File: src/rtl/usps_pkg.sv
// shared types and constants for the udp port shard steering block
`default_nettype none
package usps_pkg;

    // word kinds on the input stream
    typedef enum logic
    {
        OP_BYTE  = 1'b0,
        OP_TABLE = 1'b1
    } opcode_t;

    // shard table word selectors
    localparam logic [4:0] WORD_VALID  = 5'd0;
    localparam logic [4:0] WORD_KEY    = 5'd1;
    localparam logic [4:0] WORD_COUNT  = 5'd2;
    localparam logic [4:0] WORD_OFFSET = 5'd3;
    localparam logic [4:0] WORD_PORT0  = 5'd4;
    localparam logic [4:0] WORD_LAST   = 5'd18;

    // frame layout
    localparam logic [7:0]  POS_ETYPE_HI = 8'd12;
    localparam logic [7:0]  POS_ETYPE_LO = 8'd13;
    localparam logic [7:0]  POS_PROTO    = 8'd23;
    localparam logic [7:0]  POS_DPORT_HI = 8'd36;
    localparam logic [7:0]  POS_DPORT_LO = 8'd37;
    localparam logic [8:0]  LEN_ETH      = 9'd14;
    localparam logic [8:0]  LEN_IP       = 9'd34;
    localparam logic [8:0]  MSG_START    = 9'd42;
    localparam logic [9:0]  MSG_BYTES    = 10'd4;
    localparam logic [7:0]  MAX_OFFSET   = 8'd64;
    localparam logic [15:0] ETYPE_IPV4   = 16'h0800;
    localparam logic [7:0]  PROTO_UDP    = 8'd17;

    // fnv-1a 64; prime is 2^40 + 0x1b3
    localparam logic [63:0] FNV_BASIS    = 64'hcbf29ce484222325;
    localparam logic [8:0]  FNV_PRIME_LO = 9'h1b3;
    localparam int          FNV_PRIME_SH = 40;

    // shard count width (count never above 15)
    localparam int CNT_W = 4;

    // job handed from front to back
    typedef struct packed
    {
        logic             do_mod;
        logic             verdict;
        logic [63:0]      hash;
        logic [CNT_W-1:0] cnt;
    } job_t;

endpackage
`default_nettype wire

File: src/rtl/usps_fifo.sv
// two-entry queue between the front and back parts
`default_nettype none
module usps_fifo #(
    parameter int WIDTH = 8
) (
    input  wire logic             clk,
    input  wire logic             rst_n,
    input  wire logic             in_valid,
    output logic                  in_ready,
    input  wire logic [WIDTH-1:0] in_data,
    output logic                  out_valid,
    input  wire logic             out_ready,
    output logic [WIDTH-1:0]      out_data
);
    logic [WIDTH-1:0] mem [2];
    logic             wr_ptr_reg, wr_ptr_next;
    logic             rd_ptr_reg, rd_ptr_next;
    logic [1:0]       cnt_reg, cnt_next;
    logic             push, pop;

    // handshakes
    assign in_ready  = (cnt_reg != 2'd2);
    assign out_valid = (cnt_reg != 2'd0);
    assign push      = in_valid && in_ready;
    assign pop       = out_valid && out_ready;
    assign out_data  = mem[rd_ptr_reg];

    // pointer and fill update
    always_comb
    begin
        wr_ptr_next = push ? !wr_ptr_reg : wr_ptr_reg;
        rd_ptr_next = pop ? !rd_ptr_reg : rd_ptr_reg;
        cnt_next    = cnt_reg + {1'b0, push} - {1'b0, pop};
    end

    always_ff @(posedge clk or negedge rst_n)
    begin
        if (!rst_n)
        begin
            wr_ptr_reg <= 1'b0;
            rd_ptr_reg <= 1'b0;
            cnt_reg    <= 2'd0;
        end
        else
        begin
            wr_ptr_reg <= wr_ptr_next;
            rd_ptr_reg <= rd_ptr_next;
            cnt_reg    <= cnt_next;
        end
    end

    // storage
    always_ff @(posedge clk)
    begin
        if (push)
            mem[wr_ptr_reg] <= in_data;
    end

endmodule
`default_nettype wire

File: src/rtl/usps_front.sv
// front part: parses frame bytes, hashes the message, holds the shard table
`default_nettype none
module usps_front #(
    parameter int MAX_SHARDS  = 8,
    parameter int TABLE_SLOTS = 4
) (
    input  wire logic                  clk,
    input  wire logic                  rst_n,
    input  wire logic                  in_valid,
    output logic                       in_ready,
    input  wire usps_pkg::opcode_t     in_op,
    input  wire logic                  in_last,
    input  wire logic [7:0]            in_byte,
    input  wire logic [1:0]            in_slot,
    input  wire logic [4:0]            in_word,
    input  wire logic [15:0]           in_value,
    output logic                       job_valid,
    input  wire logic                  job_ready,
    output usps_pkg::job_t             job,
    output logic [MAX_SHARDS-1:0][15:0] job_ports
);
    import usps_pkg::*;

    localparam int SW = (TABLE_SLOTS > 1) ? $clog2(TABLE_SLOTS) : 1;
    localparam int KW = (MAX_SHARDS > 1) ? $clog2(MAX_SHARDS) : 1;

    // shard table
    logic                        valid_reg  [TABLE_SLOTS];
    logic [15:0]                 key_reg    [TABLE_SLOTS];
    logic [7:0]                  count_reg  [TABLE_SLOTS];
    logic [7:0]                  offset_reg [TABLE_SLOTS];
    logic [MAX_SHARDS-1:0][15:0] ports_reg  [TABLE_SLOTS];

    // per-frame state
    logic [7:0]  pos_reg;
    logic [15:0] etype_reg, etype_next;
    logic [7:0]  proto_reg, proto_next;
    logic [15:0] dport_reg, dport_next;
    logic [2:0]  match_reg, match_next;
    logic [63:0] hash_reg, hash_next;

    logic        fire, byte_fire, tab_fire, in_msg;
    logic [SW-1:0] sidx;
    logic [7:0]  cnt8, off8;
    logic [8:0]  len, first;
    logic [9:0]  msg_end;
    logic [63:0] hx;
    logic [4:0]  k;

    assign in_ready  = job_ready;
    assign fire      = in_valid && in_ready;
    assign byte_fire = fire && (in_op == OP_BYTE);
    assign tab_fire  = fire && (in_op == OP_TABLE);
    assign job_valid = byte_fire && in_last;
    assign k         = in_word - WORD_PORT0;

    // header field capture and slot match
    always_comb
    begin
        etype_next = etype_reg;
        proto_next = proto_reg;
        dport_next = dport_reg;
        match_next = match_reg;
        if (pos_reg == POS_ETYPE_HI)
            etype_next = {in_byte, etype_reg[7:0]};
        if (pos_reg == POS_ETYPE_LO)
            etype_next = {etype_reg[15:8], in_byte};
        if (pos_reg == POS_PROTO)
            proto_next = in_byte;
        if (pos_reg == POS_DPORT_HI)
            dport_next = {in_byte, dport_reg[7:0]};
        if (pos_reg == POS_DPORT_LO)
        begin
            dport_next = {dport_reg[15:8], in_byte};
            match_next = 3'd0;
            for (int s = TABLE_SLOTS - 1; s >= 0; s--)
            begin
                if (valid_reg[s] && key_reg[s] == dport_next)
                    match_next = 3'(s + 1);
            end
        end
    end

    // live slot fields of the matched slot
    assign sidx    = SW'(match_next - 3'd1);
    assign cnt8    = count_reg[sidx];
    assign off8    = offset_reg[sidx];
    assign first   = MSG_START + {1'b0, off8};
    assign msg_end = {1'b0, first} + MSG_BYTES;
    assign len     = {1'b0, pos_reg} + 9'd1;
    assign in_msg  = (match_next != 3'd0) && ({1'b0, pos_reg} >= first)
                     && ({2'b00, pos_reg} < msg_end);

    // fnv-1a step: (h ^ b) * (2^40 + 0x1b3)
    assign hx = hash_reg ^ {56'd0, in_byte};
    always_comb
    begin
        hash_next = hash_reg;
        if (in_msg)
            hash_next = (hx << FNV_PRIME_SH) + 64'(hx * {55'd0, FNV_PRIME_LO});
    end

    // verdict of a frame at its last byte
    always_comb
    begin
        job.do_mod  = 1'b0;
        job.verdict = 1'b0;
        job.hash    = hash_next;
        job.cnt     = cnt8[CNT_W-1:0];
        job_ports   = ports_reg[sidx];
        priority if (len < LEN_ETH)
            job.verdict = 1'b1;
        else if (etype_next != ETYPE_IPV4)
            job.verdict = 1'b0;
        else if (len < LEN_IP)
            job.verdict = 1'b1;
        else if (proto_next != PROTO_UDP)
            job.verdict = 1'b0;
        else if (len < MSG_START)
            job.verdict = 1'b1;
        else if (match_next == 3'd0)
            job.verdict = 1'b0;
        else if (cnt8 == 8'd0 || cnt8 > 8'(MAX_SHARDS))
            job.verdict = 1'b0;
        else if (off8 > MAX_OFFSET)
            job.verdict = 1'b1;
        else if ({1'b0, len} < msg_end)
            job.verdict = 1'b1;
        else
            job.do_mod = 1'b1;
    end

    // frame state
    always_ff @(posedge clk or negedge rst_n)
    begin
        if (!rst_n)
        begin
            pos_reg   <= 8'd0;
            etype_reg <= 16'd0;
            proto_reg <= 8'd0;
            dport_reg <= 16'd0;
            match_reg <= 3'd0;
            hash_reg  <= FNV_BASIS;
        end
        else if (byte_fire)
        begin
            if (in_last)
            begin
                pos_reg   <= 8'd0;
                etype_reg <= 16'd0;
                proto_reg <= 8'd0;
                dport_reg <= 16'd0;
                match_reg <= 3'd0;
                hash_reg  <= FNV_BASIS;
            end
            else
            begin
                pos_reg   <= (pos_reg == 8'd255) ? pos_reg : pos_reg + 8'd1;
                etype_reg <= etype_next;
                proto_reg <= proto_next;
                dport_reg <= dport_next;
                match_reg <= match_next;
                hash_reg  <= hash_next;
            end
        end
    end

    // table writes
    always_ff @(posedge clk or negedge rst_n)
    begin
        if (!rst_n)
        begin
            for (int s = 0; s < TABLE_SLOTS; s++)
            begin
                valid_reg[s]  <= 1'b0;
                key_reg[s]    <= 16'd0;
                count_reg[s]  <= 8'd0;
                offset_reg[s] <= 8'd0;
                ports_reg[s]  <= '0;
            end
        end
        else if (tab_fire && {1'b0, in_slot} < 3'(TABLE_SLOTS))
        begin
            if (in_word == WORD_VALID)
                valid_reg[in_slot[SW-1:0]] <= in_value[0];
            else if (in_word == WORD_KEY)
                key_reg[in_slot[SW-1:0]] <= in_value;
            else if (in_word == WORD_COUNT)
                count_reg[in_slot[SW-1:0]] <= in_value[7:0];
            else if (in_word == WORD_OFFSET)
                offset_reg[in_slot[SW-1:0]] <= in_value[7:0];
            else if (in_word <= WORD_LAST && k < 5'(MAX_SHARDS))
                ports_reg[in_slot[SW-1:0]][k[KW-1:0]] <= in_value;
        end
    end

endmodule
`default_nettype wire

File: src/rtl/usps_back.sv
// back part: hash modulo shard count, port pick, output register
`default_nettype none
module usps_back #(
    parameter int MAX_SHARDS = 8
) (
    input  wire logic                       clk,
    input  wire logic                       rst_n,
    input  wire logic                       job_valid,
    output logic                            job_ready,
    input  wire usps_pkg::job_t             job,
    input  wire logic [MAX_SHARDS-1:0][15:0] job_ports,
    output logic                            out_valid,
    input  wire logic                       out_ready,
    output logic                            verdict,
    output logic                            rewritten,
    output logic [15:0]                     new_port
);
    import usps_pkg::*;

    localparam int KW = (MAX_SHARDS > 1) ? $clog2(MAX_SHARDS) : 1;

    typedef enum logic [2:0]
    {
        S_IDLE = 3'b001,
        S_MOD  = 3'b010,
        S_HOLD = 3'b100
    } state_t;

    state_t                      state_reg, state_next;
    logic [3:0]                  iter_reg, iter_next;
    logic [63:0]                 hash_reg, hash_next;
    logic [CNT_W-1:0]            cnt_reg;
    logic [CNT_W-1:0]            rem_reg, rem_next;
    logic [MAX_SHARDS-1:0][15:0] ports_reg;
    logic                        verdict_reg, verdict_next;
    logic                        rew_reg, rew_next;
    logic [15:0]                 port_reg, port_next;
    logic [CNT_W-1:0]            step_rem;
    logic [63:0]                 step_hash;

    assign job_ready = (state_reg == S_IDLE);
    assign out_valid = (state_reg == S_HOLD);
    assign verdict   = verdict_reg;
    assign rewritten = rew_reg;
    assign new_port  = port_reg;

    // four restoring remainder steps, top hash bits first
    always_comb
    begin
        logic [CNT_W:0] t;
        step_rem  = rem_reg;
        step_hash = hash_reg;
        for (int i = 0; i < 4; i++)
        begin
            t         = {step_rem, step_hash[63]};
            step_hash = {step_hash[62:0], 1'b0};
            if (t >= {1'b0, cnt_reg})
                step_rem = CNT_W'(t - {1'b0, cnt_reg});
            else
                step_rem = t[CNT_W-1:0];
        end
    end

    // sequencer
    always_comb
    begin
        state_next   = state_reg;
        iter_next    = iter_reg;
        hash_next    = hash_reg;
        rem_next     = rem_reg;
        verdict_next = verdict_reg;
        rew_next     = rew_reg;
        port_next    = port_reg;
        unique case (state_reg)
            S_IDLE:
            begin
                if (job_valid)
                begin
                    hash_next    = job.hash;
                    rem_next     = '0;
                    iter_next    = 4'd0;
                    verdict_next = job.verdict;
                    rew_next     = 1'b0;
                    port_next    = 16'd0;
                    state_next   = job.do_mod ? S_MOD : S_HOLD;
                end
            end
            S_MOD:
            begin
                hash_next = step_hash;
                rem_next  = step_rem;
                iter_next = iter_reg + 4'd1;
                if (iter_reg == 4'd15)
                begin
                    rew_next   = 1'b1;
                    port_next  = ports_reg[step_rem[KW-1:0]];
                    state_next = S_HOLD;
                end
            end
            S_HOLD:
            begin
                if (out_ready)
                    state_next = S_IDLE;
            end
            default:
            begin
                state_next = S_IDLE;
            end
        endcase
    end

    always_ff @(posedge clk or negedge rst_n)
    begin
        if (!rst_n)
            state_reg <= S_IDLE;
        else
            state_reg <= state_next;
    end

    // datapath registers
    always_ff @(posedge clk)
    begin
        iter_reg    <= iter_next;
        hash_reg    <= hash_next;
        rem_reg     <= rem_next;
        verdict_reg <= verdict_next;
        rew_reg     <= rew_next;
        port_reg    <= port_next;
        if (state_reg == S_IDLE && job_valid)
        begin
            cnt_reg   <= job.cnt;
            ports_reg <= job_ports;
        end
    end

endmodule
`default_nettype wire

File: src/rtl/udp_port_shard_steer.sv
// UDP port shard steering block, top level
//
// Input stream carries one word per frame byte or per shard table write
// (s_axis_tuser selects which); s_axis_tlast marks a frame's last byte.
// Each frame gives exactly one output word at its last byte: the verdict,
// whether the destination port was rewritten and the chosen shard port.
// Table writes give no output and take effect at once, also mid-frame.
// The front part takes one input word per cycle while its two-entry queue
// has room. The back part works one frame at a time: a frame that needs
// a shard pick is reduced in the modulo unit at 4 hash bits per cycle
// over the 64-bit FNV-1a hash before its result appears; other verdicts
// go straight to the output register. A new frame is taken from the queue
// only after the previous frame's output word has been taken by the receiver.
// A stalled output holds its word; the queue then fills and s_axis_tready
// drops until the receiver takes the word.
// Reset clears the frame state, the hash to its offset basis and the whole
// shard table.
`default_nettype none
module udp_port_shard_steer #(
    parameter int MAX_SHARDS  = 8,
    parameter int TABLE_SLOTS = 4
) (
    input  wire logic        clk,
    input  wire logic        rst_n,
    input  wire logic        s_axis_tvalid,
    output logic             s_axis_tready,
    // frame_byte[7:0], table_slot[9:8], table_word[14:10], table_value[30:15]
    input  wire logic [31:0] s_axis_tdata,
    input  wire logic        s_axis_tlast,
    // opcode[0]
    input  wire logic        s_axis_tuser,
    output logic             m_axis_tvalid,
    input  wire logic        m_axis_tready,
    // verdict[0], rewritten[1], new_port[17:2]
    output logic [23:0]      m_axis_tdata
);
    import usps_pkg::*;

    localparam int PW = MAX_SHARDS * 16;
    localparam int QW = $bits(job_t) + PW;

    logic                        fj_valid, fj_ready, bj_valid, bj_ready;
    job_t                        fjob, bjob;
    logic [MAX_SHARDS-1:0][15:0] fports, bports;
    logic [QW-1:0]               q_out;
    logic                        verdict, rewritten;
    logic [15:0]                 new_port;

    // byte parsing and table
    usps_front #(
        .MAX_SHARDS  (MAX_SHARDS),
        .TABLE_SLOTS (TABLE_SLOTS)
    ) u_front (
        .clk       (clk),
        .rst_n     (rst_n),
        .in_valid  (s_axis_tvalid),
        .in_ready  (s_axis_tready),
        .in_op     (opcode_t'(s_axis_tuser)),
        .in_last   (s_axis_tlast),
        .in_byte   (s_axis_tdata[7:0]),
        .in_slot   (s_axis_tdata[9:8]),
        .in_word   (s_axis_tdata[14:10]),
        .in_value  (s_axis_tdata[30:15]),
        .job_valid (fj_valid),
        .job_ready (fj_ready),
        .job       (fjob),
        .job_ports (fports)
    );

    // queue between the parts
    usps_fifo #(
        .WIDTH (QW)
    ) u_fifo (
        .clk       (clk),
        .rst_n     (rst_n),
        .in_valid  (fj_valid),
        .in_ready  (fj_ready),
        .in_data   ({fjob, fports}),
        .out_valid (bj_valid),
        .out_ready (bj_ready),
        .out_data  (q_out)
    );

    assign bjob   = q_out[QW-1:PW];
    assign bports = q_out[PW-1:0];

    // modulo and port pick
    usps_back #(
        .MAX_SHARDS (MAX_SHARDS)
    ) u_back (
        .clk       (clk),
        .rst_n     (rst_n),
        .job_valid (bj_valid),
        .job_ready (bj_ready),
        .job       (bjob),
        .job_ports (bports),
        .out_valid (m_axis_tvalid),
        .out_ready (m_axis_tready),
        .verdict   (verdict),
        .rewritten (rewritten),
        .new_port  (new_port)
    );

    assign m_axis_tdata = {6'd0, new_port, rewritten, verdict};

endmodule
`default_nettype wire
File: config.mk
export PLATFORM = sky130hd
export DESIGN_NAME = udp_port_shard_steer
export DESIGN_NICKNAME = d
export VERILOG_FILES = /design/src/rtl/usps_pkg.sv /design/src/rtl/usps_fifo.sv /design/src/rtl/usps_front.sv /design/src/rtl/usps_back.sv /design/src/rtl/udp_port_shard_steer.sv
export SDC_FILE = /design/constraint.sdc
export NUM_CORES = 2
export LEC_CHECK = 0
export ABC_AREA = 1
export BUFFER_PORTS_ARGS = -buffer_cell sky130_fd_sc_hd__buf_2
export CORE_AREA = 4 4 328 458
export DETAILED_ROUTE_END_ITERATION = 6
export DIE_AREA = 0 0 332 462
export PLACE_DENSITY = 0.75
export REMOVE_ABC_BUFFERS = 1
export SLEW_MARGIN = 40
export SYNTH_ARGS = -nofsm -noshare
export SYNTH_HDL_FRONTEND = slang
export SYNTH_SLANG_ARGS = --single-unit
File: constraint.sdc
create_clock -name clk -period 12.05 [get_ports clk]
set_input_delay 2.41 -clock clk [delete_from_list [all_inputs] [get_ports clk]]
set_output_delay 2.41 -clock clk [all_outputs]
set_load 0.02 [all_outputs]
==> flow_summary_export.csv <==
group,metric,value,unit
synth,synth-edff-count,618,
clock_network,clock_transition_time_at_the_flip_flop_clock_pins_of_the_worst_setup_and_hold_paths,0.07,ns
worst_setup_path,worstSetupPathType,"in2reg",
clock_network,postCtsResizedCells,0,
grt,grt_start_max_net_pins,168,
sta,setup-violations-final,0,
floorplan,die_width,332,microns
synth,number_of_synthesis_warnings,0,
sta,maxClockFrequency,113,MHz
grt,grt_pass1_vias,52054,
synth,ys_seq_elements,1376,
placed_design,gp_routability_congestion,0.971,
clock_network,cts-htree-levels,4,
placed_design,hpwl,122000,microns
status,status,"complete, but fails checks",
worst_setup_path,delay_of_the_slowest_cell_on_the_worst_path,0.71,ns
worst_setup_path,worstSetupPathDepth,27,
synth,synth_xor_area_frac,0.0132,
finish,final_area,0.0764,sq mm
worst_setup_path,critPathBufInv,7,
route,drc,1,
hold_path,worstHoldPathType,"reg2reg",
sta,setup_repair_after_global_routing_missed_its_margin,"no",
sta,final.setup.tns,0,ns
job,number_of_max_capacitance_violations_reported,0,
grt,wire_length_of_the_first_global_routing_pass,297000,microns
synth,dominantRegCellSynth,"dfrtp_1",
finish,share_of_post_route_cells_with_drive_strength_above_1,0.0714,
finish,fillerInstances,12896,
clock_network,cts_tree,"done",
floorplan,core_area,0.146,sq mm
worst_setup_path,rr_startpoint,"u_back.cnt_reg[1]",
placed_design,dpl-instance-area,0.0718,sq mm
worst_setup_path,critical_path.startpoint_type,"input port",
sta,final-max-slew-violation-count,0,
worst_setup_path,crit_family,"compound AO/OA/AOI/OAI gates",
hold_path,whs_path_depth,2,
sta,slew_headroom,0.394,
clock_network,tritoncts_num_sinks,1376,
grt,grt_antenna_before_repair,7,
sta,min_period,8.84,ns
synth,netlist_area_pre_place,0.0697,sq mm
clock_network,root_buffer,"clkbuf_16",
clock_network,tritoncts.num_buffers,130,
clock_network,postCtsHoldBufs,0,
worst_setup_path,cp.arrival,9.36,ns
worst_setup_path,crit_path_end_kind,"flop",
hold_path,timing.hold.worst.start,"u_front.ports_reg[144]",
grt,grt_util_all_layers,0.249,
clock_network,insertion_delay,0.78,ns
synth,netlist_top_cells_area,"edfxtp_1 (27%), dfrtp_1 (26%), nand2_1 (9.8%)",
synth,synthMuxAreaShare,0.000449,
floorplan,dieArea,0.153,sq mm
synth,dominant_combinational_cell_family_by_area_after_synthesis,"simple AND/OR/NAND/NOR gates",
sta,final-hold-violation-count,0,
synth,adder_and_majority_gate_portion_of_the_synthesized_area,0.111,
worst_setup_path,slowest_stage,"o21ai_0",
synth,ys_async_sr_fraction,0.551,
synth,yosys.cell_types.count,61,
synth,post-synth-top-area-fraction,0.266,
sta,final.setup_skew,0.0442,ns
synth,synth_sequential_area_ratio,0.539,
route,post_drt_wl_per_cell,20.8,microns
floorplan,rows,166,
worst_setup_path,r2r_cells,37,
synth,yosysTopAreaCell,"edfxtp_1",
floorplan,dieHeight,462,microns
worst_setup_path,crit_path_max_fanout,8,
floorplan,start_util,0.477,
route,totalWireLength,192000,microns
floorplan,design.portCount,64,
route,via_count_normalized_by_instance_count,5.62,
synth,synthesis.instances,7317,
sta,tightestPinTransition,0.908,ns
route,detailedRoute.firstIterationViolations,5066,
synth,synth_compound_area_frac,0.118,
clock_network,number_of_buffers_inserted_to_repair_setup_after_cts,0,
synth,synth_simple_gate_area_share,0.154,
finish,largest_reg_flops,512,
worst_setup_path,r2r_slack,3.58,ns
clock_network,clk_path_buf_depth,3,
worst_setup_path,cp_data_required_time,12.56,ns
synth,syn_area_per_cell,9.53,sq um
worst_setup_path,path_common_cell,"inv_1",
placed_design,place.port_buffers,56,
finish,finalCoreUtilization,0.523,
route,drtPass1Iterations,7,
finish,finalNetCount,7690,
finish,area_delta_synth_final,9.61,%
worst_setup_path,critical_path.startpoint,"s_axis_tdata[6]",
status,failed_checks,"design-rule violations",
grt,globalRouteOverflowTotal,0,
sta,fin_crit_sh,0.734,
route,drtAntennaViolNets,0,
route,vias,51891,
-- final timing paths --
path,endpoint
max,u_fifo.mem[0][182]
min,u_front.ports_reg[144]
max reg2reg,u_back.new_port[2]
min reg2reg,u_front.ports_reg[144]
max in group asynchronous,u_front.ports_reg[480]
min in group asynchronous,u_front.hash_reg[25]
-- Yosys cell counts, types with 12 or more instances --
| library cell | number |
|---|---|
| o21ai_0 | 1037 |
| nand4_1 | 47 |
| a21oi_1 | 110 |
| inv_2 | 12 |
| nor2_1 | 572 |
| dfstp_2 | 29 |
| o22ai_1 | 167 |
| o32ai_1 | 33 |
| buf_1 | 15 |
| dfrtp_1 | 729 |
| a31oi_1 | 85 |
| o21ai_1 | 17 |
| ha_1 | 216 |
| o21ai_2 | 15 |
| xnor2_1 | 55 |
| or2_2 | 32 |
| edfxtp_1 | 618 |
| buf_2 | 16 |
| fa_1 | 252 |
| clkbuf_1 | 357 |
| nand3_1 | 147 |
| nand2_1 | 1815 |
| nor3_1 | 23 |
| xor2_1 | 50 |
| nand2_2 | 24 |
| inv_1 | 720 |
-- routing by layer --
| metal | GRT usage | wire length, microns | vias up | part of all wire |
|---|---|---|---|---|
| li1 | - | - | 23830 | - |
| met1 | 0.305 | 73700 | 25587 | 0.38 |
| met2 | 0.434 | 95100 | 2059 | 0.50 |
| met3 | 0.0431 | 14100 | 413 | 0.073 |
| met4 | 0.109 | 8770 | 2 | 0.046 |
| met5 | 0 | 13 | - | 0.000068 |
-- final cells by class --
cell class                      instances  area [sq um]  share of cell area
Multi-Input combinational cell       4799         27900               0.365
Tap cell                             1932          2420              0.0316
Sequential cell                      1376         37600               0.492
Timing Repair Buffer                  140          1160              0.0151
Antenna cell                            2          5.00           0.0000655
Clock buffer                          184          3820              0.0499
Clock inverter                         57           746             0.00976
Inverter                              737          2790              0.0366
-- cells in the final DEF (no fill, tap or decap), types with 7 or more instances in the layout --
cell / count
o21bai_1: 8
clkbuf_8: 19
clkinv_2: 14
o21ai_0: 1037
xnor2_1: 55
buf_4: 59
buf_2: 55
ha_1: 215
clkinv_1: 12
clkbuf_16: 138
nor4_1: 8
o32ai_1: 27
nand3_1: 147
xor2_1: 50
clkbuf_1: 27
a31oi_1: 85
a21boi_0: 7
inv_2: 13
o22ai_1: 167
bufinv_16: 10
o21ai_2: 16
nor3_1: 21
o21ai_1: 16
fa_1: 252
buf_12: 7
inv_6: 8
buf_6: 13
or2_2: 31
inv_1: 712
a21oi_1: 108
dfstp_2: 29
nor2_1: 568
edfxtp_1: 618
nand2_2: 40
dfrtp_1: 728
o21a_1: 9
nand2_1: 1799
nand4_1: 47
-- kinds of logic after synthesis --
logic type	count (synthesis)
simple gates	2698
flops	1376
xor+xnor	105
buf+inv	1147
mux	3
compound gates	1519
fa+ha+maj	468
other cells	1
-- metrics by stage --
stage	cells	hold slack (ns)	worst slack (ns)
after global routing	9226	0.495	2.87
final	9227	0.478	3.21
after floorplan	6912	0.448	-2.20
after CTS	9222	0.483	3.40
after global placement	8978	0.460	2.49
after detailed placement	8981	0.468	2.60
-- worst reg2reg max path, delay by kind of cell (launching register included) --
kind,cells,cell delay [ns]
AND/OR/NAND/NOR,19,2.39
AO/OA/AOI/OAI,8,2.26
multiplexers,1,0.34
flip-flops,1,0.43
adder cells (fa/ha/maj),4,1.37
buffers and inverters,5,1.50
Power is not shown: default switching activity piles up to over one toggle a cycle in this logic, so the estimate is an artifact.
